<file path="config.mk">
export PLATFORM = sky130hd
export DESIGN_NAME = nca_cell
export DESIGN_NICKNAME = d
export VERILOG_FILES = /design/src/nearest_centroid_assign_unit_macros.svh /design/src/nca_pkg.sv /design/src/nca_cell.sv
export SDC_FILE = /design/constraint.sdc
export NUM_CORES = 1
export LEC_CHECK = 0
export BUFFER_PORTS_ARGS = -buffer_cell sky130_fd_sc_hd__buf_2
export CORE_AREA = 2 2 213 320
export DETAILED_ROUTE_END_ITERATION = 6
export DIE_AREA = 0 0 215 322
export GPL_ROUTABILITY_DRIVEN = 0
export GPL_TIMING_DRIVEN = 0
export SLEW_MARGIN = 20
export SYNTH_ARGS = -nofsm -noshare
export SYNTH_HDL_FRONTEND = slang
export SYNTH_SLANG_ARGS = --single-unit
</file>
<file path="constraint.sdc">
create_clock -name clock -period 6.47 [get_ports clock]
set_input_delay 1.294 -clock clock [delete_from_list [all_inputs] [get_ports clock]]
set_output_delay 1.294 -clock clock [all_outputs]
set_load 0.01 [all_outputs]
</file>
<file path="src/nearest_centroid_assign_unit_macros.svh">
// Assertion helpers used by the top-level RTL file.
`ifndef NEAREST_CENTROID_ASSIGN_UNIT_MACROS_SVH
`define NEAREST_CENTROID_ASSIGN_UNIT_MACROS_SVH

// Same-cycle implication, disabled during reset.
`define NCA_ASSERT_NOW(label, clk, rst, ante, cons, msg) \
   label: assert property (@(posedge clk) disable iff (rst) (ante) |-> (cons)) \
      else $error(msg);

// Next-cycle implication, disabled during reset.
`define NCA_ASSERT_NEXT(label, clk, rst, ante, cons, msg) \
   label: assert property (@(posedge clk) disable iff (rst) (ante) |=> (cons)) \
      else $error(msg);

`endif

</file>
<file path="src/nca_pkg.sv">
package nca_pkg;

   localparam int MAX_CLUSTERS = 16;
   localparam int MAX_DIMS     = 16;

   localparam int CLU_W   = 4;
   localparam int DIM_W   = 4;
   localparam int COORD_W = 16;
   localparam int SQ_W    = 2 * COORD_W;
   localparam int DIST_W  = 36;
   localparam int CFG_W   = 5;
   localparam int CSR_IDX_W  = 2;
   localparam int CSR_DATA_W = 5;

   // Request kinds
   localparam logic REQ_LOAD  = 1'b0;
   localparam logic REQ_POINT = 1'b1;

   // Register indexes
   localparam logic [CSR_IDX_W-1:0] CSR_ACTIVE_CLUSTERS = 2'd0;
   localparam logic [CSR_IDX_W-1:0] CSR_ACTIVE_DIMS     = 2'd1;

   // Control handed from the sequencer to every cell
   typedef struct packed {
      logic                      load_en;
      logic [CLU_W-1:0]          load_cluster;
      logic [DIM_W-1:0]          load_dim;
      logic                      pt_en;
      logic [DIM_W-1:0]          pt_dim;
      logic signed [COORD_W-1:0] coord;
      logic                      sq_en;
      logic                      acc_en;
      logic                      acc_last;
      logic [CFG_W-1:0]          nclu;
   } cell_ctl_type;

   // Running minimum passed down the chain
   typedef struct packed {
      logic              valid;
      logic [CLU_W-1:0]  idx;
      logic [DIST_W-1:0] distance;
   } wave_type;

   // Zero acts as one, values above the maximum act as the maximum
   function automatic logic [CFG_W-1:0] clamp_cfg(input logic [CFG_W-1:0] v,
                                                  input logic [CFG_W-1:0] maxv);
      logic [CFG_W-1:0] r;
      if (v == '0) begin
         r = CFG_W'(1);
      end else if (v > maxv) begin
         r = maxv;
      end else begin
         r = v;
      end
      return r;
   endfunction

endpackage

</file>
<file path="src/nca_cell.sv">
module nca_cell (
   input  logic                  clock,
   input  logic                  reset,
   input  logic [nca_pkg::CLU_W-1:0] cell_idx,
   input  nca_pkg::cell_ctl_type ctl,
   input  nca_pkg::wave_type     prev_wave,
   output nca_pkg::wave_type     next_wave
);
   import nca_pkg::*;

   logic [COORD_W-1:0] row_ff [MAX_DIMS];
   logic [COORD_W-1:0] diff_ff, diff_in;
   logic [SQ_W-1:0]    sq_ff, sq_in;
   logic [DIST_W-1:0]  acc_ff, acc_in;
   logic [DIST_W-1:0]  snap_ff, snap_in;
   wave_type           wave_ff, wave_in;

   logic signed [COORD_W:0] d;
   logic [DIST_W:0]         sum;
   logic [DIST_W-1:0]       sum_sat;
   logic                    take_own;

   // Centroid row of this cell; no reset, undefined until loaded
   always_ff @(posedge clock) begin
      if (ctl.load_en && ctl.load_cluster == cell_idx) begin
         row_ff[ctl.load_dim] <= ctl.coord;
      end
   end

   // Stage 1: absolute difference against the current coordinate
   always_comb begin
      d       = {ctl.coord[COORD_W-1], ctl.coord}
              - {row_ff[ctl.pt_dim][COORD_W-1], row_ff[ctl.pt_dim]};
      diff_in = d[COORD_W] ? COORD_W'(-d) : d[COORD_W-1:0];
   end

   // Stage 2: square
   assign sq_in = SQ_W'(diff_ff) * SQ_W'(diff_ff);

   // Stage 3: saturating accumulate, snapshot on the last coordinate
   always_comb begin
      sum     = {1'b0, acc_ff} + (DIST_W+1)'(sq_ff);
      sum_sat = sum[DIST_W] ? '1 : sum[DIST_W-1:0];
      acc_in  = acc_ff;
      snap_in = snap_ff;
      if (ctl.acc_en) begin
         if (ctl.acc_last) begin
            snap_in = sum_sat;
            acc_in  = '0;
         end else begin
            acc_in = sum_sat;
         end
      end
   end

   // Minimum search: strict less-than keeps the lower index on ties
   always_comb begin
      take_own = (cell_idx == '0)
              || (({1'b0, cell_idx} < ctl.nclu) && (snap_ff < prev_wave.distance));
      wave_in       = prev_wave;
      if (take_own) begin
         wave_in.idx      = cell_idx;
         wave_in.distance = snap_ff;
      end
   end

   always_ff @(posedge clock) begin
      if (ctl.pt_en) begin
         diff_ff <= diff_in;
      end
      if (ctl.sq_en) begin
         sq_ff <= sq_in;
      end
      snap_ff <= snap_in;
   end

   always_ff @(posedge clock) begin
      if (reset) begin
         acc_ff  <= '0;
         wave_ff <= '0;
      end else begin
         acc_ff  <= acc_in;
         wave_ff <= wave_in;
      end
   end

   assign next_wave = wave_ff;

endmodule

</file>
==> impl_metrics.xml, run 1 <==
<?xml version="1.0" encoding="UTF-8"?>
<metrics>
  <group name="logic_synthesis">
    <metric name="mean_instance_size_in_the_synthesized_netlist" unit="µm²">12.3</metric>
    <metric name="synth_edf_count" unit="">339</metric>
    <metric name="synth.cell_area" unit="µm²">26400</metric>
    <metric name="async_set_or_reset_register_ratio_after_synthesis" unit="%">0</metric>
    <metric name="netlist-cell-type-count" unit="">72</metric>
    <metric name="synth.yosys.warnings" unit="">0</metric>
    <metric name="synth_top_flop_cell" unit="">edfxtp_1</metric>
    <metric name="sequential_area_share_after_synthesis" unit="%">44.4</metric>
    <metric name="nets_in_the_synthesized_netlist" unit="">2591</metric>
    <metric name="synth_seq_cells" unit="">416</metric>
    <metric name="synth_cells" unit="">2153</metric>
  </group>
  <group name="floorplan">
    <metric name="floorplan.die.width" unit="µm">215</metric>
    <metric name="row_count" unit="">116</metric>
    <metric name="design.die.area" unit="µm²">69200</metric>
    <metric name="coreArea" unit="µm²">66500</metric>
    <metric name="chipHeight" unit="µm">322</metric>
    <metric name="io-pin-count" unit="">126</metric>
    <metric name="floorplan.initialDensity" unit="%">39.7</metric>
  </group>
  <group name="cts">
    <metric name="cts_tree" unit="">built</metric>
    <metric name="cts_root_buffer" unit="">clkbuf_16</metric>
    <metric name="numClockSinks" unit="">416</metric>
    <metric name="tritoncts.num_buffers" unit="">42</metric>
    <metric name="clock_pin_transition_on_the_worst_setup_and_hold_timing_paths" unit="ns">0.07</metric>
    <metric name="ctsLongestPathBuffers" unit="">3</metric>
    <metric name="insertion_delay" unit="ns">0.59</metric>
    <metric name="ctsHtreeMaxLevel" unit="">2</metric>
    <metric name="cts_hold_buf" unit="">0</metric>
  </group>
  <group name="hold_path">
    <metric name="holdCritPathClass" unit="">flip-flop to flip-flop</metric>
    <metric name="hold_path_cell_cnt" unit="">1</metric>
    <metric name="min_from" unit="">acc_ff[31]</metric>
    <metric name="worst_hold_path.endpoint" unit="">acc_ff[31]</metric>
  </group>
  <group name="outcome">
    <metric name="status" unit="">finished, final reports clean</metric>
  </group>
  <group name="setup_path">
    <metric name="rr_worst_depth" unit="">20</metric>
    <metric name="buffers_and_inverters_on_the_worst_path" unit="">4</metric>
    <metric name="crit_top_cell" unit="">fa_1</metric>
    <metric name="critPathLaunchType" unit="">flip-flop</metric>
    <metric name="worst_r2r_endpoint" unit="">sq_ff[30]</metric>
    <metric name="highest_fanout_seen_on_the_critical_path" unit="">6</metric>
    <metric name="logic_depth_of_the_worst_path_buffers_included" unit="">20</metric>
    <metric name="worstPathRequired" unit="ns">6.81</metric>
    <metric name="worst_endpoint_data_arrival_time" unit="ns">6.69</metric>
    <metric name="cpLargestDelayFamily" unit="">adder cells</metric>
    <metric name="worst-r2r-setup-slack" unit="ns">0.12</metric>
    <metric name="critical-path-slowest-cell" unit="">fa_1</metric>
    <metric name="timing_worst_setup_path_type" unit="">flip-flop to flip-flop</metric>
    <metric name="critPathCaptureType" unit="">flip-flop</metric>
    <metric name="cp_cell_sequence" unit="">buf_4 &gt; buf_4 &gt; and2_1 &gt; inv_1 &gt; fa_1 &gt; fa_1 &gt; inv_1 &gt; fa_1 &gt; fa_1 &gt; fa_1 &gt; fa_1 &gt; ha_4 &gt; and4_4 &gt; o21a_1 &gt; or4_4 &gt; o211ai_1 &gt; a31oi_2 &gt; o21a_1 &gt; nor2_2 &gt; xnor2_1</metric>
    <metric name="regToRegStartpoint" unit="">diff_ff[5]</metric>
    <metric name="critical_path.max_stage_delay" unit="ns">0.58</metric>
  </group>
  <group name="routing">
    <metric name="drt_iter0_drc" unit="">923</metric>
    <metric name="drc_errors" unit="">0</metric>
    <metric name="antenna_left" unit="">0</metric>
    <metric name="drt_first_pass_iters" unit="">6</metric>
    <metric name="num_vias" unit="">17400</metric>
    <metric name="vias_per_cell" unit="">5.28</metric>
    <metric name="avgRoutedWirePerCell" unit="µm">19.5</metric>
    <metric name="total_routed_length" unit="µm">64300</metric>
  </group>
  <group name="sta">
    <metric name="grt_setup_unrepaired" unit="">true</metric>
    <metric name="final_period_minus_worst_setup_slack" unit="ns">6.35</metric>
    <metric name="max_fclk" unit="MHz">157</metric>
    <metric name="slew_headroom" unit="%">27.8</metric>
    <metric name="hold_viol" unit="">0</metric>
    <metric name="worstMarginPinSlew" unit="ns">1.08</metric>
    <metric name="period_share" unit="%">98.1</metric>
    <metric name="final-setup-viol-count" unit="">0</metric>
    <metric name="slew_viol_final" unit="">0</metric>
    <metric name="finalClockSkew" unit="ns">0.0232</metric>
  </group>
  <group name="global_route">
    <metric name="grt_max_degree" unit="">32</metric>
    <metric name="global_route.usage.total" unit="%">18.6</metric>
    <metric name="via_count_of_the_first_global_routing_pass" unit="">19000</metric>
    <metric name="grt_overflow_total" unit="">0</metric>
    <metric name="first_pass_grt_wire_length" unit="µm">99900</metric>
    <metric name="grt_antenna_before_repair" unit="">2</metric>
  </group>
  <group name="finish">
    <metric name="drive_gt1_share" unit="%">18.7</metric>
    <metric name="nets" unit="">2817</metric>
    <metric name="num-fill-cells" unit="">6039</metric>
    <metric name="num_antenna_cells" unit="">0</metric>
    <metric name="multiInputGateArea" unit="µm²">13500</metric>
    <metric name="post_layout_nonfiller_instances" unit="">3297</metric>
    <metric name="seq_area" unit="µm²">11700</metric>
    <metric name="synthToLayoutAreaGrowth" unit="%">15.8</metric>
  </group>
  <group name="run">
    <metric name="max-cap-violations" unit="">0</metric>
  </group>
  <group name="placed_design">
    <metric name="port_buffers" unit="">121</metric>
    <metric name="hpwlAfterDp" unit="µm">49200</metric>
    <metric name="dp_cells" unit="">3171</metric>
  </group>
</metrics>
-- timing repair --
| action | 4_1_cts | 5_1_grt |
|---|---|---|
| pin swaps | 4 | 43 |
| setup buffers | 30 | 23 |
| setup endpoints to repair | 17 | 13 |
| resized for setup | 55 | 62 |
-- stage by stage --
stage	cell area (µm²)	util, %	setup WS (ns)	hold slack [ns]	TNS [ns]
detailed placement	28400	42.7	-1.02	0.460	-13.32
CTS	30200	45.4	-0.00421	0.488	-0.00421
global placement	28100	42.3	-1.03	0.466	-12.58
global route	30600	46.0	-0.0600	0.506	-0.127
floorplan	26400	-	0.157	0.444	0
finish	30600	46.0	0.120	0.488	0
-- cell families (layout without fill, tap and decap cells) --
family / Yosys count / count (layout) / synth area share (%)
adder cells (fa/ha/maj): 353 / 353 / 21.4
multiplexers: 89 / 89 / 7.19
AND/OR/NAND/NOR: 409 / 409 / 7.51
XOR/XNOR: 90 / 90 / 2.99
flip-flops: 416 / 416 / 44.4
buffers and inverters: 405 / 664 / 5.83
AO/OA/AOI/OAI: 391 / 391 / 10.7
-- worst reg2reg max path: cells and delay by family, from the launching register on --
family,cells,cell delay (ns)
buffers and inverters,4,0.40
xor gates and xnor gates,1,0.06
adders and majority gates,7,3.36
and+or+nand+nor,4,0.92
AOI/OAI and AO/OA,4,0.85
DFF,1,0.51
-- routing by layer --
| metal | part of all wire [%] | global-route usage [%] | up-vias |
|---|---|---|---|
| met3 | 4.1 | 2.60 | 170 |
| li1 | - | - | 8133 |
| met1 | 34 | 18.0 | 8611 |
| met5 | 0.020 | 0 | - |
| met2 | 57 | 37.7 | 484 |
| met4 | 4.8 | 9.07 | 2 |
-- placed cells by master, fill, tap and decap left out, types with 43 or more instances in the layout --
master and count:
o211ai_1 45, dfxtp_1 77, xnor2_1 54, clkbuf_16 43, buf_4 65, inv_1 310
nand2_1 134, mux4_2 80, and2_1 54, buf_2 126, a21oi_1 73, a21o_1 61
edfxtp_1 339, fa_1 164, ha_1 178, clkbuf_1 59, nor2_1 68
-- sequential cells by signal, summed over array words and instances (netlist names) --
| register | count |
|---|---|
| row_ff | 256 |
| next_wave | 41 |
| acc_ff | 36 |
| snap_ff | 36 |
| sq_ff | 31 |
| diff_ff | 16 |
-- worst max path at each step --
stage | from | endpoint | slack, ns
2_1_floorplan | diff_ff[3] | sq_ff[30] | 0.16
3_3_place_gp | diff_ff[14] | sq_ff[30] | -1.03
3_5_place_dp | diff_ff[14] | sq_ff[30] | -1.02
4_1_cts | diff_ff[4] | sq_ff[30] | -0.004
5_1_grt | diff_ff[4] | sq_ff[30] | -0.06
6_report | diff_ff[5] | sq_ff[30] | 0.12
-- layout make-up --
type | instances | share of cell area, %
Buffer | 84 | 1.49
Clock buffer | 53 | 3.68
Clock inverter | 24 | 0.970
Inverter | 317 | 3.90
Multi-Input combinational cell | 1332 | 44.2
Sequential cell | 416 | 38.3
Tap cell | 885 | 3.62
Timing Repair Buffer | 186 | 3.75
-- synth_stat cells (all sizes together), types with 4 or more instances --
cell / number / area [µm²]
a2111oi: 5 / 51.3
a211oi: 16 / 125
a21o: 61 / 458
a21oi: 78 / 390
a22o: 30 / 263
a31o: 6 / 52.6
a31oi: 11 / 83.8
and2: 59 / 369
and3: 10 / 62.6
buf: 18 / 87.6
clkbuf: 70 / 263
dfxtp: 77 / 1540
edfxtp: 339 / 10200
fa: 165 / 3300
ha: 188 / 2350
inv: 317 / 1190
mux2: 5 / 56.3
mux2i: 4 / 40.0
mux4: 80 / 1800
nand2: 141 / 529
nand2b: 18 / 113
nand3: 20 / 100
nand4: 15 / 93.8
nor2: 82 / 308
nor2b: 13 / 81.3
nor3: 19 / 95.1
nor4: 9 / 62.6
o211ai: 45 / 338
o21a: 12 / 90.1
o21ai: 40 / 200
o21bai: 15 / 113
o31ai: 5 / 51.3
o41ai: 37 / 324
or2: 9 / 56.3
xnor2: 54 / 473
xor2: 36 / 315
Power of run 1 is not shown: default switching activity piles up to over one toggle a cycle in this logic, so the estimate is an artifact.
==> run 2, diff against run 1 <==
--- a/config.mk
+++ b/config.mk
@@ -11,6 +11,7 @@
 export DIE_AREA = 0 0 215 322
 export GPL_ROUTABILITY_DRIVEN = 0
 export GPL_TIMING_DRIVEN = 0
+export REMOVE_ABC_BUFFERS = 1
 export SLEW_MARGIN = 20
 export SYNTH_ARGS = -nofsm -noshare
 export SYNTH_HDL_FRONTEND = slang
==> impl_metrics.xml, run 2 (synthesis results as in run 1) <==
<?xml version="1.0" encoding="UTF-8"?>
<metrics>
  <group name="setup_path">
    <metric name="worstPathRequired" unit="ns">6.79</metric>
    <metric name="crit_top_cell" unit="">fa_1</metric>
    <metric name="critPathLaunchType" unit="">flip-flop</metric>
    <metric name="highest_fanout_seen_on_the_critical_path" unit="">8</metric>
    <metric name="worst_endpoint_data_arrival_time" unit="ns">6.64</metric>
    <metric name="cpLargestDelayFamily" unit="">adder cells</metric>
    <metric name="critical-path-slowest-cell" unit="">edfxtp_1</metric>
    <metric name="buffers_and_inverters_on_the_worst_path" unit="">6</metric>
    <metric name="cp_cell_sequence" unit="">buf_6 &gt; nand2_2 &gt; inv_1 &gt; fa_1 &gt; inv_1 &gt; fa_1 &gt; inv_1 &gt; fa_1 &gt; fa_1 &gt; fa_1 &gt; inv_1 &gt; fa_1 &gt; inv_1 &gt; ha_4 &gt; a21oi_2 &gt; nor2_1 &gt; o21a_1 &gt; or4_4 &gt; o211ai_1 &gt; a31oi_1 &gt; o21a_1 &gt; nor2_2 &gt; xnor2_1</metric>
    <metric name="worst-r2r-setup-slack" unit="ns">0.15</metric>
    <metric name="regToRegStartpoint" unit="">diff_ff[5]</metric>
    <metric name="timing_worst_setup_path_type" unit="">flip-flop to flip-flop</metric>
    <metric name="worst_r2r_endpoint" unit="">sq_ff[30]</metric>
    <metric name="rr_worst_depth" unit="">23</metric>
    <metric name="critical_path.max_stage_delay" unit="ns">0.56</metric>
    <metric name="critPathCaptureType" unit="">flip-flop</metric>
  </group>
  <group name="hold_path">
    <metric name="holdCritPathClass" unit="">flip-flop to flip-flop</metric>
    <metric name="min_from" unit="">acc_ff[11]</metric>
    <metric name="hold_path_cell_cnt" unit="">1</metric>
    <metric name="worst_hold_path.endpoint" unit="">acc_ff[11]</metric>
  </group>
  <group name="cts">
    <metric name="clock_pin_transition_on_the_worst_setup_and_hold_timing_paths" unit="ns">0.06</metric>
    <metric name="cts_tree" unit="">built</metric>
    <metric name="numClockSinks" unit="">416</metric>
    <metric name="ctsHtreeMaxLevel" unit="">2</metric>
    <metric name="ctsLongestPathBuffers" unit="">3</metric>
    <metric name="tritoncts.num_buffers" unit="">43</metric>
    <metric name="cts_root_buffer" unit="">clkbuf_16</metric>
    <metric name="insertion_delay" unit="ns">0.59</metric>
    <metric name="cts_hold_buf" unit="">0</metric>
  </group>
  <group name="finish">
    <metric name="layout_commonest_cell" unit="">edfxtp_1</metric>
    <metric name="max_ffs_per_register" unit="">256</metric>
    <metric name="seq_area" unit="µm²">11700</metric>
    <metric name="largest-register" unit="">row_ff</metric>
    <metric name="multiInputGateArea" unit="µm²">13600</metric>
    <metric name="num_antenna_cells" unit="">0</metric>
    <metric name="final_core_util" unit="%">46.0</metric>
    <metric name="synthToLayoutAreaGrowth" unit="%">15.8</metric>
    <metric name="nets" unit="">2764</metric>
    <metric name="top_library_cells_by_usage_in_the_layout_fill_and_taps_aside" unit="">339 x edfxtp_1, 314 x inv_1, 175 x ha_1</metric>
    <metric name="num-fill-cells" unit="">5985</metric>
    <metric name="drive_gt1_share" unit="%">19.3</metric>
  </group>
  <group name="floorplan">
    <metric name="row_count" unit="">116</metric>
    <metric name="design.die.area" unit="µm²">69200</metric>
    <metric name="io-pin-count" unit="">126</metric>
    <metric name="floorplan.die.width" unit="µm">215</metric>
    <metric name="floorplan.initialDensity" unit="%">39.7</metric>
    <metric name="coreArea" unit="µm²">66500</metric>
    <metric name="chipHeight" unit="µm">322</metric>
  </group>
  <group name="sta">
    <metric name="final-setup-viol-count" unit="">0</metric>
    <metric name="hold_viol" unit="">0</metric>
    <metric name="finalClockSkew" unit="ns">0.0181</metric>
    <metric name="total_neg_setup_slack" unit="ns">0</metric>
    <metric name="final_period_minus_worst_setup_slack" unit="ns">6.32</metric>
    <metric name="period_share" unit="%">97.7</metric>
    <metric name="max_fclk" unit="MHz">158</metric>
    <metric name="slew_viol_final" unit="">0</metric>
    <metric name="slew_headroom" unit="%">37.4</metric>
    <metric name="worstMarginPinSlew" unit="ns">0.939</metric>
  </group>
  <group name="run">
    <metric name="max-cap-violations" unit="">0</metric>
  </group>
  <group name="routing">
    <metric name="total_routed_length" unit="µm">58200</metric>
    <metric name="num_vias" unit="">17000</metric>
    <metric name="drc_errors" unit="">0</metric>
    <metric name="vias_per_cell" unit="">5.22</metric>
    <metric name="avgRoutedWirePerCell" unit="µm">17.9</metric>
    <metric name="drt_iter0_drc" unit="">818</metric>
    <metric name="antenna_left" unit="">0</metric>
    <metric name="drt_first_pass_iters" unit="">5</metric>
  </group>
  <group name="global_route">
    <metric name="grt_max_degree" unit="">48</metric>
    <metric name="grt_overflow_total" unit="">0</metric>
    <metric name="first_pass_grt_wire_length" unit="µm">93100</metric>
    <metric name="global_route.usage.total" unit="%">16.9</metric>
    <metric name="via_count_of_the_first_global_routing_pass" unit="">18100</metric>
    <metric name="grt_antenna_before_repair" unit="">2</metric>
  </group>
  <group name="placed_design">
    <metric name="hpwlAfterDp" unit="µm">42100</metric>
    <metric name="port_buffers" unit="">125</metric>
  </group>
  <group name="outcome">
    <metric name="status" unit="">finished, final reports clean</metric>
  </group>
</metrics>
==> run 2: worst max-delay path by stage <==
stage               cells after the start  slack (ns)       endpoint        start
floorplan                               3       -1.17  next_wave[37]  cell_idx[0]
global placement                        4       -4.48  next_wave[39]  cell_idx[1]
detailed placement                     21       -0.65      sq_ff[30]  diff_ff[12]
CTS                                    24      -0.008      sq_ff[30]   diff_ff[2]
global route                           21       -0.01      sq_ff[31]   diff_ff[1]
finish                                 23        0.15      sq_ff[30]   diff_ff[5]
==> run 2: what timing repair did <==
| action | 4_1_cts | 5_1_grt |
|---|---|---|
| resized for setup | 20 | 43 |
| setup endpoints to repair | 12 | 12 |
| buffers inserted | 52 | 15 |
| endpoints found under the hold margin | 0 | 0 |
| pin swaps | 5 | 35 |
==> run 2: per-layer routing <==
| metal | part of all wire (%) | track usage (%) | routed length, µm |
|---|---|---|---|
| met5 | 0.041 | 0 | 24 |
| met1 | 38 | 18.1 | 21900 |
| met2 | 55 | 33.4 | 32200 |
| met4 | 3.2 | 5.99 | 1840 |
| met3 | 3.8 | 2.41 | 2220 |
==> run 2: through the flow <==
step                      setup WS [ns]  instance area, µm²  hold WS [ns]  std cells
after floorplan                   -1.17               26100         0.444       2065
after global placement            -4.48               27800         0.464       3075
after detailed placement         -0.646               28200         0.463       3099
after CTS                      -0.00842               30200         0.489       3231
after global routing            -0.0122               30600         0.504       3246
final                             0.149               30600         0.487       3246
==> run 2: area by class of cell <==
| class | instances | area share (%) |
|---|---|---|
| Tap cell | 885 | 3.62 |
| Inverter | 317 | 3.91 |
| Sequential cell | 416 | 38.3 |
| Clock buffer | 54 | 3.96 |
| Clock inverter | 26 | 0.892 |
| Timing Repair Buffer | 216 | 4.91 |
| Multi-Input combinational cell | 1332 | 44.4 |
Power of run 2 is left out for the same reason.
==> run 3, diff against run 2 <==
==> constraint.sdc (replaced) <==
create_clock -name clock -period 6.47 [get_ports clock]
set_input_delay 0.3235 -clock clock [delete_from_list [all_inputs] [get_ports clock]]
set_output_delay 0.3235 -clock clock [all_outputs]
set_load 0.01 [all_outputs]
==> impl_metrics.xml, run 3 (synthesis results as in run 1) <==
<?xml version="1.0" encoding="UTF-8"?>
<metrics>
  <group name="outcome">
    <metric name="status" unit="">finished, final reports clean</metric>
  </group>
  <group name="placed_design">
    <metric name="placement.cell_area" unit="µm²">28200</metric>
    <metric name="pre_cts_slack" unit="ns">-0.646</metric>
    <metric name="port_buffers" unit="">125</metric>
    <metric name="hpwlAfterDp" unit="µm">42100</metric>
    <metric name="dp_cells" unit="">3099</metric>
  </group>
  <group name="setup_path">
    <metric name="worst_endpoint_data_arrival_time" unit="ns">6.63</metric>
    <metric name="critPathCaptureType" unit="">flip-flop</metric>
    <metric name="timing_worst_setup_path_type" unit="">flip-flop to flip-flop</metric>
    <metric name="highest_fanout_seen_on_the_critical_path" unit="">8</metric>
    <metric name="critPathLaunchType" unit="">flip-flop</metric>
    <metric name="crit_start" unit="">diff_ff[5]</metric>
    <metric name="worstPathRequired" unit="ns">6.79</metric>
    <metric name="rr_worst_depth" unit="">23</metric>
    <metric name="regToRegStartpoint" unit="">diff_ff[5]</metric>
  </group>
  <group name="finish">
    <metric name="num_antenna_cells" unit="">0</metric>
    <metric name="largest-register" unit="">row_ff</metric>
    <metric name="max_ffs_per_register" unit="">256</metric>
    <metric name="drive_gt1_share" unit="%">19.2</metric>
    <metric name="synthToLayoutAreaGrowth" unit="%">16.4</metric>
    <metric name="layout_commonest_cell" unit="">edfxtp_1</metric>
    <metric name="num-fill-cells" unit="">5965</metric>
    <metric name="stdcell_area" unit="µm²">30700</metric>
    <metric name="nets" unit="">2778</metric>
    <metric name="post_layout_nonfiller_instances" unit="">3260</metric>
    <metric name="top_library_cells_by_usage_in_the_layout_fill_and_taps_aside" unit="">339 x edfxtp_1, 314 x inv_1, 175 x ha_1</metric>
  </group>
  <group name="routing">
    <metric name="wl_met2" unit="µm">32200</metric>
    <metric name="vias_per_cell" unit="">5.20</metric>
    <metric name="drc_errors" unit="">0</metric>
    <metric name="avgRoutedWirePerCell" unit="µm">17.9</metric>
    <metric name="routed-wl-met3" unit="µm">2230</metric>
    <metric name="antenna_left" unit="">0</metric>
    <metric name="route.top_layer_used" unit="">met5</metric>
    <metric name="total_routed_length" unit="µm">58400</metric>
    <metric name="num_vias" unit="">17000</metric>
    <metric name="drt_iter0_drc" unit="">748</metric>
    <metric name="detail_route.wirelength.met1" unit="µm">22000</metric>
    <metric name="drt_first_pass_iters" unit="">4</metric>
  </group>
  <group name="cts">
    <metric name="cts_tree" unit="">built</metric>
    <metric name="tritoncts.num_buffers" unit="">43</metric>
    <metric name="numClockSinks" unit="">416</metric>
    <metric name="ctsHtreeMaxLevel" unit="">2</metric>
    <metric name="cts_root_buffer" unit="">clkbuf_16</metric>
    <metric name="insertion_delay" unit="ns">0.59</metric>
    <metric name="ctsLongestPathBuffers" unit="">3</metric>
    <metric name="clock_pin_transition_on_the_worst_setup_and_hold_timing_paths" unit="ns">0.06</metric>
  </group>
  <group name="run">
    <metric name="max-cap-violations" unit="">0</metric>
  </group>
  <group name="global_route">
    <metric name="global_route.usage.total" unit="%">16.9</metric>
    <metric name="via_count_of_the_first_global_routing_pass" unit="">18100</metric>
    <metric name="grt_overflow_total" unit="">0</metric>
    <metric name="first_pass_grt_wire_length" unit="µm">93200</metric>
    <metric name="grt_antenna_before_repair" unit="">2</metric>
    <metric name="grt_max_degree" unit="">48</metric>
  </group>
  <group name="sta">
    <metric name="slew_headroom" unit="%">37.3</metric>
    <metric name="worstMarginPinSlew" unit="ns">0.940</metric>
    <metric name="final-setup-viol-count" unit="">0</metric>
    <metric name="hold_viol" unit="">0</metric>
    <metric name="slew_viol_final" unit="">0</metric>
    <metric name="timing.final.ws_setup" unit="ns">0.154</metric>
    <metric name="final_period_minus_worst_setup_slack" unit="ns">6.32</metric>
    <metric name="max_fclk" unit="MHz">158</metric>
    <metric name="period_share" unit="%">97.6</metric>
    <metric name="finalClockSkew" unit="ns">0.0169</metric>
  </group>
  <group name="floorplan">
    <metric name="chipHeight" unit="µm">322</metric>
    <metric name="coreArea" unit="µm²">66500</metric>
    <metric name="floorplan.die.width" unit="µm">215</metric>
    <metric name="floorplan.initialDensity" unit="%">39.7</metric>
    <metric name="design.die.area" unit="µm²">69200</metric>
    <metric name="io-pin-count" unit="">126</metric>
    <metric name="row_count" unit="">116</metric>
  </group>
  <group name="hold_path">
    <metric name="holdCritPathClass" unit="">input pin to flip-flop</metric>
    <metric name="hold_path_cell_cnt" unit="">3</metric>
    <metric name="min_from" unit="">prev_wave[25]</metric>
  </group>
</metrics>
[run 3: cell types whose count changed in the layout (fill, tap and decap cells not counted)]
cell,previous run,this run
dlygate4sd3_1,0,14
[run 3: layout make-up]
class	instances	area, µm²	area share, %
clock inverters	26	273	0.888
well taps	885	1110	3.60
clock buffers	54	1210	3.95
multi-input cells	1332	13600	44.2
repair buffers	230	1640	5.34
flip-flops and latches	416	11700	38.2
inverters	317	1200	3.89
[run 3: worst paths after layout]
| check | to | slack, ns |
|---|---|---|
| setup / recovery | sq_ff[30] | 0.15 |
| hold / removal | next_wave[25] | 0.03 |
| setup reg to reg | sq_ff[30] | 0.15 |
| hold reg to reg | acc_ff[31] | 0.49 |
[run 3: critical path, stage by stage (launching register included)]
cell and delay (ns):
edfxtp_1 0.56, buf_6 0.20, nand2_2 0.06, inv_1 0.06
fa_1 0.48, inv_1 0.06, fa_1 0.53, inv_1 0.05
fa_1 0.46, fa_1 0.46, fa_1 0.51, inv_1 0.05
fa_1 0.54, inv_1 0.07, ha_4 0.26, a21oi_2 0.13
nor2_1 0.05, o21a_1 0.23, or4_4 0.44, o211ai_1 0.30
a31oi_1 0.17, o21a_1 0.22, nor2_2 0.11, xnor2_1 0.07
[run 3: routing by layer]
metal / vias to the layer above / GRT usage [%]
met2: 359 / 33.4
met1: 8422 / 18.1
met3: 114 / 2.39
li1: 8062 / -
met5: - / 0
met4: 4 / 5.99
[run 3: what timing repair did]
action | CTS | global route
hold buffers | 14 | 0
buffers inserted | 52 | 15
gates resized for setup | 20 | 43
endpoints found under the hold margin | 13 | 0
endpoints found under the setup margin | 12 | 12
pin swaps | 5 | 35
[run 3: per-stage QoR]
stage	hold slack [ns]	util, %	TNS (ns)
floorplan	0.395	-	-0.411
global placement	0.464	41.8	-89.84
detailed placement	0.463	42.5	-3.52
CTS	0.00522	45.7	-0.00842
global route	0.0139	46.2	-0.0122
finish	0.0343	46.2	0
Power of run 3 is left out for the same reason.
